File: src/rtl/m4t_pkg.sv
package m4t_pkg;

	// element format: signed fixed point, FRAC_W fraction bits
	localparam int ELEM_W   = 32;
	localparam int FRAC_W   = 16;
	localparam int IDX_W    = 4;
	localparam int NUM_ELEM = 16;
	localparam int VEC_LEN  = 4;
	localparam int TERM_W   = 2;
	localparam int PHASE_W  = 3;
	localparam int PROD_W   = 2 * ELEM_W;
	// four full products summed without loss
	localparam int ACC_W    = PROD_W + 2;

	typedef logic signed [ELEM_W-1:0] elem_t;

	localparam elem_t ELEM_ONE = ELEM_W'(64'd1 << FRAC_W);
	localparam elem_t ELEM_MAX = {1'b0, {(ELEM_W-1){1'b1}}};
	localparam elem_t ELEM_MIN = {1'b1, {(ELEM_W-1){1'b0}}};

	localparam logic [IDX_W-1:0] IDX_MAT_LAST = IDX_W'(NUM_ELEM - 1);
	localparam logic [IDX_W-1:0] IDX_VEC_LAST = IDX_W'(VEC_LEN - 1);

	typedef enum logic [2:0] {
		OP_LOAD  = 3'd0,
		OP_MUL   = 3'd1,
		OP_ADD   = 3'd2,
		OP_SCALE = 3'd3,
		OP_VEC   = 3'd4,
		OP_IDENT = 3'd5,
		OP_READ  = 3'd6
	} op_t;

	typedef enum logic [1:0] {
		ST_IDLE,
		ST_RUN,
		ST_COPY
	} state_t;

	// sequencer to datapath control
	typedef struct packed {
		logic               accept;
		op_t                op;
		logic [IDX_W-1:0]   idx;
		logic [IDX_W-1:0]   elem;
		logic [TERM_W-1:0]  term;
		logic               mul_en;
		logic               acc_clr;
		logic               acc_en;
		logic               fin;
		logic               last;
		logic               copy;
	} seq_ctl_t;

	// identity matrix element at column-major index i
	function automatic elem_t ident_elem(input logic [IDX_W-1:0] i);
		return (i[1:0] == i[3:2]) ? ELEM_ONE : '0;
	endfunction

endpackage

File: src/rtl/m4t_mac.sv
module m4t_mac import m4t_pkg::*; (
	input  logic     clk,
	input  seq_ctl_t ctl,
	input  elem_t    a,
	input  elem_t    b,
	output elem_t    result
);

	logic signed [PROD_W-1:0] prod_q;
	logic signed [ACC_W-1:0]  acc_q;
	logic signed [ACC_W-1:0]  prod_ext;
	logic signed [ACC_W-1:0]  sum;
	logic signed [ACC_W-1:0]  shifted;
	logic [ACC_W-ELEM_W:0]    hi;

	// shared multiplier, product registered
	always_ff @(posedge clk) begin
		if (ctl.mul_en) begin
			prod_q <= a * b;
		end
	end

	assign prod_ext = {{(ACC_W-PROD_W){prod_q[PROD_W-1]}}, prod_q};

	// accumulator
	always_ff @(posedge clk) begin
		if (ctl.acc_clr) begin
			acc_q <= '0;
		end else if (ctl.acc_en) begin
			acc_q <= acc_q + prod_ext;
		end
	end

	// final sum, floor shift, saturate
	assign sum     = acc_q + prod_ext;
	assign shifted = sum >>> FRAC_W;
	assign hi      = shifted[ACC_W-1:ELEM_W-1];

	always_comb begin
		if ((&hi) || !(|hi)) begin
			result = shifted[ELEM_W-1:0];
		end else begin
			result = shifted[ACC_W-1] ? ELEM_MIN : ELEM_MAX;
		end
	end

endmodule

File: config.mk
export PLATFORM = sky130hd
export DESIGN_NAME = m4t_mac
export DESIGN_NICKNAME = d
export VERILOG_FILES = /design/src/rtl/m4t_pkg.sv /design/src/rtl/m4t_mac.sv
export SDC_FILE = /design/constraint.sdc
export NUM_CORES = 2
export LEC_CHECK = 0
export BUFFER_PORTS_ARGS = -buffer_cell sky130_fd_sc_hd__buf_2
export CAP_MARGIN = 20
export CORE_ASPECT_RATIO = 2
export CORE_MARGIN = 1
export CORE_UTILIZATION = 40
export DETAILED_ROUTE_END_ITERATION = 8
export GPL_TIMING_DRIVEN = 0
export PLACE_DENSITY = 0.67
export SYNTH_ARGS = -nofsm -noshare
export SYNTH_HDL_FRONTEND = slang
export SYNTH_SLANG_ARGS = --single-unit
File: constraint.sdc
create_clock -name clk -period 8.5 [get_ports clk]
set_input_delay 1.275 -clock clk [delete_from_list [all_inputs] [get_ports clk]]
set_output_delay 1.275 -clock clk [all_outputs]
set_load 0.05 [all_outputs]
==> run summary <==
most frequent cells in the layout: 1022 x fa_1, 1019 x inv_1, 592 x nand2_1
HPWL Detailed: 166.5 mm
Yosys reg bits: 130
final hold vios: 0
antenna violations before repair: 43
CP Capture Type: register
Worst Skew: 13.65 ps
largest family of logic cells by synthesized area: adder cells
post-route ant nets: 0
crit-path max FO: 5
clock period minus worst slack: 8808 ps
synthesized area: 45670 sq um
Starting Density: 0.4027
Slew @ Worst Pin: 1098 ps
number of flops mapped to enable cells by yosys: 64
routed vias: 38519
total gr overflow: 0
Synth Area in XOR/XNOR: 0.02263
WL per Instance: 30.92 microns
Die Area: 115600 sq um
worst slack, placed: -2439 ps
final non-filler cell area: 52200 sq um
failing checks: negative setup slack
Final Cycle Share: 1.036
routability congestion estimate: 1.071
clock-pin slew on the worst setup and hold paths: 70 ps
Synth Warn #: 0
GR Util All Layers: 0.3753
clk root buf: clkbuf_16
H-Tree Depth: 4
Avg Cell Area, Syn: 9.106 sq um
Final WS setup: -308.1 ps
commonest non-fill, non-tap cell in the layout: fa_1
outcome: finished, violations left
CTS tree: done
Post-Syn Nets: 6433
RSZ-0062 raised after global routing: yes
Sum Neg Setup Slack: -2122 ps
Synth Area in Compound Gates: 0.07739
Slew HR: 0.2680
Startpoint Class: input port
# hold bufs at CTS: 0
fin. max-slew vios: 0
Top FF cell, synth: dfxtp_1
final core occ: 0.4602
DR pass1 iterations: 5
Crit Path Category: input port to register
PortBufs: 97
Post-Synth Adder-Cell Area: 0.5429
Clock Path Buffers: 2
TritonCTS Buffers: 17
first-pass GRT wire length: 296.3 mm
Post-Syn Instances: 5016
NumNets Final: 6633
Worst Path Required: 8690 ps
largest net degree at the start of global routing: 44
I/O pin count: 117
core area: 113400 sq um
Final setup viols: 12
layout cells sized above 1: 0.1262
area grow syn2layout: 14.29%
FMAX: 113.5 MHz
std cell rows: 175
worst skew pair latency: 450 ps
WL final: 209.0 mm
Hold Path Class: register to register
async set-reset flop share out of synthesis: 0
die height: 479.9 microns
clk sink count: 130
first-iteration detailed-routing DRC count: 3390
number of global-route vias before repair: 42125
mux cell area share after synthesis: 0.004630
Seq/Total Area, Yosys: 0.07101
Die Width: 240.9 microns
MaxCap Viol Count: 0
simple-gate share of the synthesized area: 0.1712
CP arrival: 9000 ps
post-detailed-route via-to-cell ratio: 5.699
remaining routing DRC violations: 0
synth unique cells: 81
Placed Area: 48400 sq um
[synthesized netlist by cell type, drive strengths merged (4+ instances only)]
library cell	count	area [sq um]
o31a	4	36.29
fa	1083	21680
a21oi	189	953.4
and4	6	53.80
mux2i	20	200.2
a22oi	33	397.9
a31o	5	43.79
dfxtp	66	1321
or3	8	50.05
nor3	54	275.3
o211ai	15	117.6
nand4	56	350.3
ha	249	3115
nand3	39	200.2
clkbuf	243	924.6
xor2	41	359.1
buf	26	190.2
nor4	7	58.81
a211o	4	35.03
a221oi	4	35.03
o21bai	20	150.1
o221ai	4	35.03
a211oi	26	207.7
o21a	12	90.09
o211a	5	50.05
a2111oi	7	80.08
or4	4	33.78
o21ai	86	434.2
a21o	71	533.0
nor2	200	750.7
edfxtp	64	1922
nor2b	13	81.33
inv	1045	3923
nand2b	35	219.0
and3	16	101.4
or2	6	37.54
a311oi	4	35.03
a31oi	9	56.30
xnor2	77	674.4
nand2	599	2248
and2	524	3278
[worst paths after layout]
| check | from | to | slack, ps | cells past startpoint |
|---|---|---|---|---|
| worst max register to register | acc_q[0] | acc_q[60] | 3780 | 15 |
| worst min-delay path | acc_q[62] | acc_q[62] | 490 | 2 |
| worst min register to register | acc_q[62] | acc_q[62] | 490 | 2 |
| worst max-delay path | a[31] | prod_q[57] | -310 | 25 |
[stage by stage]
stage               hold slack, ps  cells
floorplan                    449.0   5016
global placement             459.3   6617
detailed placement           474.7   6632
CTS                          484.3   6718
global route                 507.4   6737
finish                       487.2   6759
[layer usage]
layer  GRT usage  share of wire
met5           0        0.00040
met4      0.4017           0.14
met3     0.09302          0.081
met2      0.6184           0.48
met1      0.3660           0.30
[worst max-delay path, cell delays in order]
cell        delay [ps]
buf_12             110
clkbuf_16          160
and2_4             180
fa_1               510
buf_4              160
fa_1               480
fa_1               600
clkinvlp_4         380
fa_2               680
inv_2               40
fa_1               490
fa_2               450
fa_2               820
inv_2               80
fa_1               560
inv_2               50
ha_4               290
and3_4             200
nand4_1            100
o21a_2             250
o211ai_1           240
a211oi_2           120
o31a_1             360
o21ba_4            230
xnor2_4            130
[layout make-up]
class | count | area [sq um]
timing repair buffer | 186 | 1474
inverter | 1045 | 3953
buffer | 264 | 2907
clock inverter | 15 | 181.4
tap | 1504 | 1882
clock buffer | 17 | 425.4
multi-input combinational | 3572 | 38070
fill | 11180 | 61220
sequential | 130 | 3243
antenna | 26 | 65.06
[sequential cells by signal (all words and copies together), names as in the netlist]
name    count
prod_q     64
acc_q      66
[timing repair]
action                     4_1_cts  5_1_grt
gates cloned                     1        0
buffers inserted                61       15
gates resized for setup        660       69
pin swaps                       82       59
setup endpoints to repair       40       18
[cells by family (layout without fill, tap and decap cells)]
logic type      Yosys count  count (layout)
simple gates           1576            1576
fa+ha+maj              1332            1332
buf+inv                1314            1527
compound gates          525             525
flops                   130             130
xor+xnor                118             118
mux                      21              21
other cells               0              26
Power is left out: the tool's default activity adds up to more than one toggle a clock period on the data nets, which glitch-free logic cannot reach.
