File: config.mk
export PLATFORM = sky130hd
export DESIGN_NAME = m4t_store
export DESIGN_NICKNAME = d
export VERILOG_FILES = /design/src/rtl/m4t_pkg.sv /design/src/rtl/m4t_store.sv
export SDC_FILE = /design/constraint.sdc
export NUM_CORES = 2
export LEC_CHECK = 0
export BUFFER_PORTS_ARGS = -buffer_cell sky130_fd_sc_hd__buf_4
export CAP_MARGIN = 15
export CELL_PAD_IN_SITES_DETAIL_PLACEMENT = 0
export CELL_PAD_IN_SITES_GLOBAL_PLACEMENT = 1
export CORE_UTILIZATION = 53
export DETAILED_ROUTE_END_ITERATION = 7
export GPL_TIMING_DRIVEN = 0
export PLACE_DENSITY_LB_ADDON = 0.3
export SKIP_CTS_REPAIR_TIMING = 1
export SLEW_MARGIN = 20
export SYNTH_ARGS = -nofsm -noshare
export SYNTH_HDL_FRONTEND = slang
export SYNTH_SLANG_ARGS = --single-unit
File: constraint.sdc
create_clock -name clk -period 3.4 [get_ports clk]
set_clock_uncertainty 0.2 [all_clocks]
set_input_delay 0.34 -clock clk [delete_from_list [all_inputs] [get_ports clk]]
set_output_delay 0.34 -clock clk [all_outputs]
set_load 0.1 [all_outputs]
File: src/rtl/m4t_pkg.sv
package m4t_pkg;

	// element format: signed fixed point, FRAC_W fraction bits
	localparam int ELEM_W   = 32;
	localparam int FRAC_W   = 16;
	localparam int IDX_W    = 4;
	localparam int NUM_ELEM = 16;
	localparam int VEC_LEN  = 4;
	localparam int TERM_W   = 2;
	localparam int PHASE_W  = 3;
	localparam int PROD_W   = 2 * ELEM_W;
	// four full products summed without loss
	localparam int ACC_W    = PROD_W + 2;

	typedef logic signed [ELEM_W-1:0] elem_t;

	localparam elem_t ELEM_ONE = ELEM_W'(64'd1 << FRAC_W);
	localparam elem_t ELEM_MAX = {1'b0, {(ELEM_W-1){1'b1}}};
	localparam elem_t ELEM_MIN = {1'b1, {(ELEM_W-1){1'b0}}};

	localparam logic [IDX_W-1:0] IDX_MAT_LAST = IDX_W'(NUM_ELEM - 1);
	localparam logic [IDX_W-1:0] IDX_VEC_LAST = IDX_W'(VEC_LEN - 1);

	typedef enum logic [2:0] {
		OP_LOAD  = 3'd0,
		OP_MUL   = 3'd1,
		OP_ADD   = 3'd2,
		OP_SCALE = 3'd3,
		OP_VEC   = 3'd4,
		OP_IDENT = 3'd5,
		OP_READ  = 3'd6
	} op_t;

	typedef enum logic [1:0] {
		ST_IDLE,
		ST_RUN,
		ST_COPY
	} state_t;

	// sequencer to datapath control
	typedef struct packed {
		logic               accept;
		op_t                op;
		logic [IDX_W-1:0]   idx;
		logic [IDX_W-1:0]   elem;
		logic [TERM_W-1:0]  term;
		logic               mul_en;
		logic               acc_clr;
		logic               acc_en;
		logic               fin;
		logic               last;
		logic               copy;
	} seq_ctl_t;

	// identity matrix element at column-major index i
	function automatic elem_t ident_elem(input logic [IDX_W-1:0] i);
		return (i[1:0] == i[3:2]) ? ELEM_ONE : '0;
	endfunction

endpackage

File: src/rtl/m4t_store.sv
module m4t_store import m4t_pkg::*; (
	input  logic             clk,
	input  logic             arst_n,
	input  seq_ctl_t         ctl,
	input  logic [2:0]       opcode,
	input  logic [IDX_W-1:0] elem_index,
	input  elem_t            operand_value,
	input  elem_t            result,
	output elem_t            a,
	output elem_t            b
);

	elem_t cur_q [NUM_ELEM];
	elem_t rhs_q [NUM_ELEM];
	elem_t res_q [NUM_ELEM];
	elem_t vec_q [VEC_LEN];
	elem_t val_q;

	op_t              in_op;
	logic [IDX_W-1:0] cur_addr;
	logic [IDX_W-1:0] rhs_addr;
	elem_t            cur_rd;

	assign in_op = op_t'(opcode);

	// current matrix, identity at reset
	always_ff @(posedge clk or negedge arst_n) begin
		if (!arst_n) begin
			for (int i = 0; i < NUM_ELEM; i++) begin
				cur_q[i] <= ident_elem(IDX_W'(i));
			end
		end else if (ctl.accept && in_op == OP_LOAD) begin
			cur_q[elem_index] <= operand_value;
		end else if (ctl.accept && in_op == OP_IDENT) begin
			for (int i = 0; i < NUM_ELEM; i++) begin
				cur_q[i] <= ident_elem(IDX_W'(i));
			end
		end else if (ctl.fin && ctl.op == OP_SCALE) begin
			cur_q[ctl.elem] <= result;
		end else if (ctl.fin && ctl.op == OP_ADD) begin
			cur_q[ctl.idx] <= result;
		end else if (ctl.copy) begin
			for (int i = 0; i < NUM_ELEM; i++) begin
				cur_q[i] <= res_q[i];
			end
		end
	end

	// operand buffers and product staging
	always_ff @(posedge clk) begin
		if (ctl.accept) begin
			val_q <= operand_value;
		end
		if (ctl.accept && in_op == OP_MUL) begin
			rhs_q[elem_index] <= operand_value;
		end
		if (ctl.accept && in_op == OP_VEC && elem_index <= IDX_VEC_LAST) begin
			vec_q[elem_index[1:0]] <= operand_value;
		end
		if (ctl.fin && ctl.op == OP_MUL) begin
			res_q[ctl.elem] <= result;
		end
	end

	// read addresses
	always_comb begin
		rhs_addr = {ctl.elem[3:2], ctl.term};
		unique case (ctl.op)
			OP_MUL, OP_VEC: cur_addr = {ctl.term, ctl.elem[1:0]};
			OP_SCALE:       cur_addr = ctl.elem;
			default:        cur_addr = ctl.idx;
		endcase
	end

	assign cur_rd = cur_q[cur_addr];

	// operand select for the shared multiplier
	always_comb begin
		unique case (ctl.op)
			OP_MUL: begin
				a = cur_rd;
				b = rhs_q[rhs_addr];
			end
			OP_VEC: begin
				a = cur_rd;
				b = vec_q[ctl.term];
			end
			OP_SCALE: begin
				a = cur_rd;
				b = val_q;
			end
			OP_ADD: begin
				a = (ctl.term == '0) ? cur_rd : val_q;
				b = ELEM_ONE;
			end
			default: begin
				a = cur_rd;
				b = ELEM_ONE;
			end
		endcase
	end

endmodule

==> metrics.txt <==
peak fanout along the critical path=10; reg2reg path depth=3; Post-Syn Area per Cell=around 15 sq um; CP Data Arrival Time=3.11 ns; CTS tree=yes; Num CTS Buffers=179; Die Ht=between 300 and 400 microns; GRT Total Usage=40.1%; Initial Utilization=53.6%; CTS Buffer Depth=3; Post-synth top cells=edfxtp_1, a22oi_1, dfrtp_1, clkbuf_1, o22ai_1; worst rel slew slack=11.9%; top cells by area, synth=edfxtp_1, dfrtp_1, mux4_2, mux2_2, a22oi_1; Rows=137; syn nets=5,248; P_leak=31.1 nW; H-tree depth=4; DRC=0; Synth Instances=5,155; CTS Root Cell=clkbuf_16; Max VDD drop=0.000557 V; Hold Path Depth=3; RePlAce Congestion=~1.0; area of the core=140,000 sq um; Synth Flop Type=edfxtp_1; Final Power=approximately 53 mW; Final Setup Violations=42; max-cap viol count=0; share of cells above drive strength 1=30.3%; #FFs+latches synth=1,696; hpwl dp=211,000 microns; Worst-Margin Slew=roughly 1.3 ns; Final Max Slew Viols=0; largest net degree at the start of global routing=91; DRT Pass-1 Iters=8; Sink Count=around 1,700; pwr dens=581 nW/um^2; Synth-to-Final Area Change=22.0%; Fin. Hold Viols=0; Hold Path Class=input pin to flip-flop; wire per inst=between 30 and 40 microns; fillcell total=10,100; status=complete, but fails checks; failing checks=negative setup slack; Final min period=3.65 ns; Reg clk slew, reported paths=0.06 ns; num ports=157; register area=about 48,000 sq um; I/O Buffers=146; total die area=~140,000 sq um; initial drt markers=7,914; Via density=7.04; via count=around 54,000; post-route ant nets=0; Fin Setup TNS=-4.45 ns; # nets final=5,728; Post-Route Utilization=between 60% and 70%; Crit path top cell by count=buf_12; initial antenna violation count=20; global route total overflow=0; Synth top area share=a little under half; first-pass GRT wire length=398,000 microns; count leader, synth=edfxtp_1; Yosys top cell by area=edfxtp_1; yosys warns=0; worst endpoint required time=2.86 ns; type of origin of the critical path=input pin; final worst slack=-0.245 ns; Multi-input gate area=28,300 sq um; crit-path cells=buf_12 -> mux2_4 -> a221oi_4 -> buf_12 -> clkbuf_16 -> buf_12 -> mux2i_2 -> nand2_1 -> a31oi_1 -> a41oi_4 -> buf_12; clk_lat worst skew=about 0.82 ns; die width=~380 microns; RSZ-0062 raised after global routing=true; critical path's slowest cell=mux2i_2; critical path class=input pin to output pin; Unique masters post-synth=57; vias in the first global route=52,600; maximum clock rate=0.274 GHz; number of synthesized flops with an enable pin=1,184; Async SR Flop Fraction=30.2%; sequential share of the synthesized area=between 60% and 70%; crit end category=output pin; slowest stage delay, CP=0.41 ns; Routed WL=292,000 microns; Final period util=107%; Post-Syn Area=between 70,000 and 80,000 sq um
[per-layer routing]
layer	up-vias	track usage [%]	part of all wire [%]
li1	21800	-	-
met1	27800	53.0	37
met2	3698	61.0	46
met3	657	12.0	12
met4	24	18.8	5.3
met5	-	0.892	0.11
[flip-flops by register name, summed over array words and instances (netlist names)]
register  flops
rhs_q       512
vec_q       128
cur_q       512
res_q       512
val_q        32
[layout by cell type (no fill, tap or decap), drive strengths merged, types with 68 or more instances in the layout]
master / Yosys / layout
nor2: 121 / 121
clkinv: 0 / 68
mux2: 451 / 451
dfrtp: 508 / 508
mux2i: 227 / 227
a21oi: 77 / 77
o22ai: 415 / 415
clkbuf: 415 / 660
a22oi: 524 / 524
buf: 127 / 364
nor4: 98 / 98
o21ai: 132 / 132
mux4: 192 / 192
nand2: 214 / 214
edfxtp: 1184 / 1184
[kinds of logic after synthesis]
kind of cell | share of synthesized area (%)
compound gates | 13.3
xor+xnor | 0.0233
buf+inv | 2.97
flops | 64.4
mux | 15.5
simple gates | 3.80
[final cells by class]
| cell class | instances | share of cell area (%) |
|---|---|---|
| diodes | 9 | 0.0246 |
| plain buffers | 538 | 3.08 |
| clock buffers | 250 | 5.42 |
| clock inverters | 87 | 1.07 |
| inverters | 2 | 0.00819 |
| multi-input cells | 2915 | 30.9 |
| flip-flops and latches | 1696 | 52.8 |
| well taps | 1876 | 2.56 |
| repair buffers | 303 | 4.20 |
[worst paths after layout]
kind / start / end / slack (ns)
worst max-delay path: ctl[18] / a[0] / -0.25
min in group asynchronous: arst_n / cur_q[294] / 0.52
worst min-delay path: opcode[0] / vec_q[2][26] / 0.04
worst max register to register: res_q[10][16] / cur_q[176] / 1.92
max in group asynchronous: arst_n / cur_q[58] / 1.27
worst min register to register: cur_q[3] / cur_q[3] / 0.28
[power by group]
part / switching, mW / internal (mW)
logic: 5.94 / 3.49
clock network: 8.64 / 11.3
registers: 0.842 / 23.1
total: 15.4 / 37.9
[through the flow]
stage / hold slack (ns) / setup slack [ns] / instance area (sq um) / instances
2_1_floorplan: -0.156 / -0.615 / 75900 / 5155
3_3_place_gp: 0.261 / -4.24 / 79300 / 7177
3_5_place_dp: 0.126 / -1.53 / 80800 / 7242
4_1_cts: -0.744 / -1.54 / 86800 / 7579
5_1_grt: 0.0152 / -0.212 / 91700 / 7668
6_report: 0.0390 / -0.245 / 91700 / 7676
[critical path, delay by kind of cell]
family                 cells  cell delay, ns
buffers and inverters      5            1.00
AOI/OAI and AO/OA          3            0.90
muxes                      2            0.72
and+or+nand+nor            1            0.10
(Power assumes the default switching activity.)
