==> src/rtl/m4t_pkg.sv <==
package m4t_pkg;

	// element format: signed fixed point, FRAC_W fraction bits
	localparam int ELEM_W   = 32;
	localparam int FRAC_W   = 16;
	localparam int IDX_W    = 4;
	localparam int NUM_ELEM = 16;
	localparam int VEC_LEN  = 4;
	localparam int TERM_W   = 2;
	localparam int PHASE_W  = 3;
	localparam int PROD_W   = 2 * ELEM_W;
	// four full products summed without loss
	localparam int ACC_W    = PROD_W + 2;

	typedef logic signed [ELEM_W-1:0] elem_t;

	localparam elem_t ELEM_ONE = ELEM_W'(64'd1 << FRAC_W);
	localparam elem_t ELEM_MAX = {1'b0, {(ELEM_W-1){1'b1}}};
	localparam elem_t ELEM_MIN = {1'b1, {(ELEM_W-1){1'b0}}};

	localparam logic [IDX_W-1:0] IDX_MAT_LAST = IDX_W'(NUM_ELEM - 1);
	localparam logic [IDX_W-1:0] IDX_VEC_LAST = IDX_W'(VEC_LEN - 1);

	typedef enum logic [2:0] {
		OP_LOAD  = 3'd0,
		OP_MUL   = 3'd1,
		OP_ADD   = 3'd2,
		OP_SCALE = 3'd3,
		OP_VEC   = 3'd4,
		OP_IDENT = 3'd5,
		OP_READ  = 3'd6
	} op_t;

	typedef enum logic [1:0] {
		ST_IDLE,
		ST_RUN,
		ST_COPY
	} state_t;

	// sequencer to datapath control
	typedef struct packed {
		logic               accept;
		op_t                op;
		logic [IDX_W-1:0]   idx;
		logic [IDX_W-1:0]   elem;
		logic [TERM_W-1:0]  term;
		logic               mul_en;
		logic               acc_clr;
		logic               acc_en;
		logic               fin;
		logic               last;
		logic               copy;
	} seq_ctl_t;

	// identity matrix element at column-major index i
	function automatic elem_t ident_elem(input logic [IDX_W-1:0] i);
		return (i[1:0] == i[3:2]) ? ELEM_ONE : '0;
	endfunction

endpackage

==> src/rtl/m4t_seq.sv <==
module m4t_seq import m4t_pkg::*; (
	input  logic             clk,
	input  logic             arst_n,
	input  logic             start,
	input  logic [2:0]       opcode,
	input  logic [IDX_W-1:0] elem_index,
	output logic             busy,
	output seq_ctl_t         ctl
);

	state_t             state_q, state_d;
	op_t                op_q;
	logic [IDX_W-1:0]   idx_q;
	logic [IDX_W-1:0]   elem_q;
	logic [PHASE_W-1:0] phase_q;
	logic [PHASE_W-1:0] phase_last;
	logic [IDX_W-1:0]   elem_last;
	logic               accept;
	logic               go;
	logic               fin;
	logic               done_elem;
	op_t                in_op;

	assign in_op  = op_t'(opcode);
	assign accept = start && (state_q == ST_IDLE);

	// items that start a run of the shared unit
	always_comb begin
		unique case (in_op)
			OP_MUL:           go = (elem_index == IDX_MAT_LAST);
			OP_VEC:           go = (elem_index == IDX_VEC_LAST);
			OP_ADD, OP_SCALE,
			OP_READ:          go = 1'b1;
			default:          go = 1'b0;
		endcase
	end

	// terms per element and elements per run
	always_comb begin
		unique case (op_q)
			OP_MUL, OP_VEC: phase_last = PHASE_W'(VEC_LEN);
			OP_ADD:         phase_last = PHASE_W'(2);
			default:        phase_last = PHASE_W'(1);
		endcase
		unique case (op_q)
			OP_MUL, OP_SCALE: elem_last = IDX_MAT_LAST;
			OP_VEC:           elem_last = IDX_VEC_LAST;
			default:          elem_last = '0;
		endcase
	end

	assign fin       = (state_q == ST_RUN) && (phase_q == phase_last);
	assign done_elem = fin && (elem_q == elem_last);

	// next state
	always_comb begin
		state_d = state_q;
		unique case (state_q)
			ST_IDLE: begin
				if (accept && go) begin
					state_d = ST_RUN;
				end
			end
			ST_RUN: begin
				if (done_elem) begin
					state_d = (op_q == OP_MUL) ? ST_COPY : ST_IDLE;
				end
			end
			ST_COPY: state_d = ST_IDLE;
			default: state_d = ST_IDLE;
		endcase
	end

	// outputs
	always_comb begin
		busy        = (state_q != ST_IDLE);
		ctl.accept  = accept;
		ctl.op      = op_q;
		ctl.idx     = idx_q;
		ctl.elem    = elem_q;
		ctl.term    = phase_q[TERM_W-1:0];
		ctl.mul_en  = (state_q == ST_RUN) && (phase_q < phase_last);
		ctl.acc_clr = (state_q == ST_RUN) && (phase_q == '0);
		ctl.acc_en  = (state_q == ST_RUN) && (phase_q != '0) && (phase_q < phase_last);
		ctl.fin     = fin;
		ctl.last    = done_elem;
		ctl.copy    = (state_q == ST_COPY);
	end

	// state and counters
	always_ff @(posedge clk or negedge arst_n) begin
		if (!arst_n) begin
			state_q <= ST_IDLE;
			op_q    <= OP_LOAD;
			idx_q   <= '0;
			elem_q  <= '0;
			phase_q <= '0;
		end else begin
			state_q <= state_d;
			if (accept) begin
				op_q    <= in_op;
				idx_q   <= elem_index;
				elem_q  <= '0;
				phase_q <= '0;
			end else if (state_q == ST_RUN) begin
				if (fin) begin
					phase_q <= '0;
					elem_q  <= elem_q + 1'b1;
				end else begin
					phase_q <= phase_q + 1'b1;
				end
			end
		end
	end

`ifndef SYNTH
	a_run_after_go: assert property (@(posedge clk) disable iff (!arst_n)
		(accept && go) |=> (state_q == ST_RUN))
		else $error("run did not start after a triggering item");

	a_copy_after_mat: assert property (@(posedge clk) disable iff (!arst_n)
		(state_q == ST_COPY) |-> ($past(done_elem) && ($past(op_q) == OP_MUL)))
		else $error("copy without a finished matrix product");

	a_phase_bound: assert property (@(posedge clk) disable iff (!arst_n)
		(state_q == ST_RUN) |-> (phase_q <= phase_last))
		else $error("phase beyond term count");

	a_end_idle: assert property (@(posedge clk) disable iff (!arst_n)
		(done_elem && (op_q != OP_MUL)) |=> (state_q == ST_IDLE))
		else $error("run did not end after its last element");
`endif

endmodule

==> config.mk <==
export PLATFORM = sky130hd
export DESIGN_NAME = m4t_seq
export DESIGN_NICKNAME = d
export VERILOG_FILES = /design/src/rtl/m4t_pkg.sv /design/src/rtl/m4t_seq.sv
export SDC_FILE = /design/constraint.sdc
export NUM_CORES = 1
export LEC_CHECK = 0
export BUFFER_PORTS_ARGS = -buffer_cell sky130_fd_sc_hd__buf_2
export CAP_MARGIN = 20
export CORE_MARGIN = 2
export CORE_UTILIZATION = 45
export CTS_CLUSTER_SIZE = 10
export DETAILED_ROUTE_END_ITERATION = 8
export GPL_TIMING_DRIVEN = 0
export PLACE_DENSITY = 0.8
export SYNTH_ARGS = -nofsm -noshare
export SYNTH_HDL_FRONTEND = slang
export SYNTH_SLANG_ARGS = --single-unit
==> constraint.sdc <==
create_clock -name clk -period 2.9 [get_ports clk]
set_input_delay 0.145 -clock clk [delete_from_list [all_inputs] [get_ports clk]]
set_output_delay 0.145 -clock clk [all_outputs]
set_load 0.03 [all_outputs]
==> results.md <==
- Maximum vdd drop: 0.710 mV
- I/O Pins: 31
- Simple-gate share of the synthesized area: 23.5%
- Global-route wire length before repair: 3240 um
- Hold Crit Class: in -> reg
- Vias in the first global route: 757
- Min Clock Period, post-route: 2680 ps
- Pre-CTS setup slack: 545 ps
- Worst-path clk slew: 90 ps
- Post_cts resized: 0
- Drt initial violations: 4
- NumNets Final: 152
- Routed vias/inst: 5.08
- Seq/Total Area, Yosys: 38.7%
- Largest net degree at the start of global routing: 17
- Max cap viols: 0
- Clock Tree Root: clkbuf_4
- Wire length per cell: 12.3 um
- Synth Area in Compound Gates: 10.5%
- Die Width: 51.9 um
- Largest family of logic cells by synthesized area: simple AND/OR/NAND/NOR gates
- Fraction of layout cells with a size suffix above 1: 41.8%
- CP startpoint kind: register
- Worst setup margin: 216 ps
- R2R depth: 9
- RSZ-0062 raised after global routing: false
- Layout area overhead: 21.5%
- Synth Cell Area: 1030 um2
- Detailed-router iteration count before antenna repair: 4
- Power Density: 1320 nW/um2
- Final ANT Viol Nets: 0
- CTS tree: yes
- Initial core utilization: 47.2%
- Clock Latency Late Sink: 290 ps
- Share of power burned in registers: 23.9%
- WP data required: 2760 ps
- Overall power: 1.65 mW
- Clock H-tree levels: 1
- Die Y: 51.9 um
- NetSw: 0.838 mW
- Critical register-to-register path startpoint: op_q[2]$_DFFE_PN0P_
- Max-slew violations: 0
- WL final: 2000 um
- Hold Path Sink: idx_q[0]$_DFFE_PN0P_
- # setup viols final: 0
- Hold depth: 2
- # rows: 17
- Antenna violations before repair: 0
- P_int: 0.816 mW
- Comb power frac: 69.0%
- Inst Count DP: 158
- Mux cell area share after synthesis: 7.99%
- Clock skew: 7.33 ps
- Maximum clock rate: 373 MHz
- Sw Ratio: 50.7%
- Die area: 2700 um2
- DRC viols: 0
- Fin area: 1260 um2
- Leak pwr: 0.654 nW
- Distinct cell type count after synthesis: 37
- # fillers: 201
- Reg2reg end: elem_q[0]$_DFFE_PN0P_
- CTS sink cnt: 16
- Cells after Synth: 100
- Post-Synth Adder-Cell Area: 7.26%
- Xor/xnor cell area share of the yosys netlist: 3.39%
- Layout Cells excl Fill: 162
- CP Class: reg -> out
- Hold Violations, Final: 0
- Final period util: 92.5%
- Post-DP HPWL: 1620 um
- Synthesis Warnings: 0
- Clock share of power: 7.1%
- Commonest non-fill, non-tap cell in the layout: buf_2
- Mean Syn Cell Area: 10.3 um2
- Via count: 823
- Final GP Congestion: 0.774
- Status: completed
- Endpoint class of the critical path: primary output
- Placed Area: 1220 um2
- Worst slew margin: 75.8%
- Core Footprint: 2190 um2
- Most frequent cells in the layout: 32 x buf_2, 16 x dfrtp_1, 8 x nand2_1
- Worst slew pin tran: 363 ps
- Clock Path Buffers: 2
- Hold path startpoint: elem_index[0]
- Ant. Diodes: 0
- Grt total ovfl: 0
- Synthesized flop and latch total: 16
- Max FO, Critical Path: 8
- Critical path arrival: 2540 ps
- Fin Setup TNS: 0 ps
- R2R Setup Slk: 820 ps
- Total CTS buffers: 3
- Synth Net Count: 116
- I/O Buffers: 30
- Gr usage total: 16.6%
[through the flow]
step | util [%] | hold WS [ps]
floorplan | - | -151
global placement | 55.9 | 74.0
detailed placement | 55.9 | 79.3
CTS | 57.3 | 92.1
global route | 57.3 | 107
finish | 57.3 | 95.4
[synth_stat cells (all sizes together)]
library cell,n,area share [%]
ha,6,7.3
a21boi,1,0.73
and2,1,0.61
o21bai,1,0.73
nor4b,1,0.85
a21oi,2,0.97
nor3b,1,0.73
inv,4,1.5
and3,4,2.4
nand3,5,2.4
mux2,7,8.0
nand4,1,0.61
nand2,8,2.9
and4,1,0.85
o32a,1,0.97
nor3,1,0.48
xor2,3,2.5
buf,9,7.1
xnor2,1,0.85
dfrtp,16,39
o31ai,2,1.5
o21ai,5,2.4
a31oi,1,0.61
nor2,7,4.1
a221oi,1,1.5
nand4b,2,2.3
o22ai,1,1.2
or2,1,0.85
nor2b,3,1.8
nand2b,3,2.5
[sequential cells by signal, indices dropped and copies added (netlist names)]
register,cells
elem_q,4
idx_q,4
op_q,3
phase_q,3
state_q,2
[repair_timing]
item / 4_1_cts / 5_1_grt
hold buffers: 1 / 0
hold endpoints to repair: 16 / 0
setup buffers: 0 / 0
[power by group through the flow]
stage / logic, mW / registers [mW] / clock network (mW)
finish: 1.14 / 0.395 / 0.118
global route: 1.25 / 0.410 / 0.127
CTS: 1.15 / 0.397 / 0.121
detailed placement: 1.15 / 0.401 / 0
global placement: 1.12 / 0.393 / 0
floorplan: 0.773 / 0.510 / 0
[kinds of logic after synthesis]
family | after synthesis
mux | 7
flops | 16
fa+ha+maj | 6
compound gates | 15
xor+xnor | 4
simple gates | 39
buf+inv | 13
[critical path: stages (launching register included)]
cell,delay (ps)
dfrtp_1,380
buf_2,170
xor2_1,160
nand2b_1,80
and2_1,140
ha_1,280
nand3_1,210
nor2_1,330
and3_1,210
buf_4,90
buf_2,180
[per-layer routing]
layer | global-route usage, % | vias to the layer above | part of all wire [%]
met5 | 0 | - | 0
met2 | 28.5 | 29 | 48
met3 | 3.45 | 5 | 5.6
met4 | 7.89 | 0 | 2.3
li1 | - | 417 | -
met1 | 19.6 | 372 | 44
[cell type report]
type	count	area (um2)	area share [%]
buffer	9	73.8	5.88
clock buffer	3	22.5	1.79
multi-input combinational	71	549	43.7
timing repair buffer	31	160	12.7
sequential	16	400	31.9
tap	28	35.0	2.79
inverter	4	15.0	1.20
[worst max path at each step]
stage	start	to	slack [ps]
3_3_place_gp	op_q[2]$_DFFE_PN0P_	ctl[1]	590
5_1_grt	op_q[2]$_DFFE_PN0P_	ctl[1]	40
2_1_floorplan	op_q[2]$_DFFE_PN0P_	ctl[3]	320
6_report	op_q[2]$_DFFE_PN0P_	ctl[1]	220
3_5_place_dp	op_q[2]$_DFFE_PN0P_	ctl[1]	540
4_1_cts	op_q[2]$_DFFE_PN0P_	ctl[1]	210
Note: power is estimated with default switching activity, not from simulation.
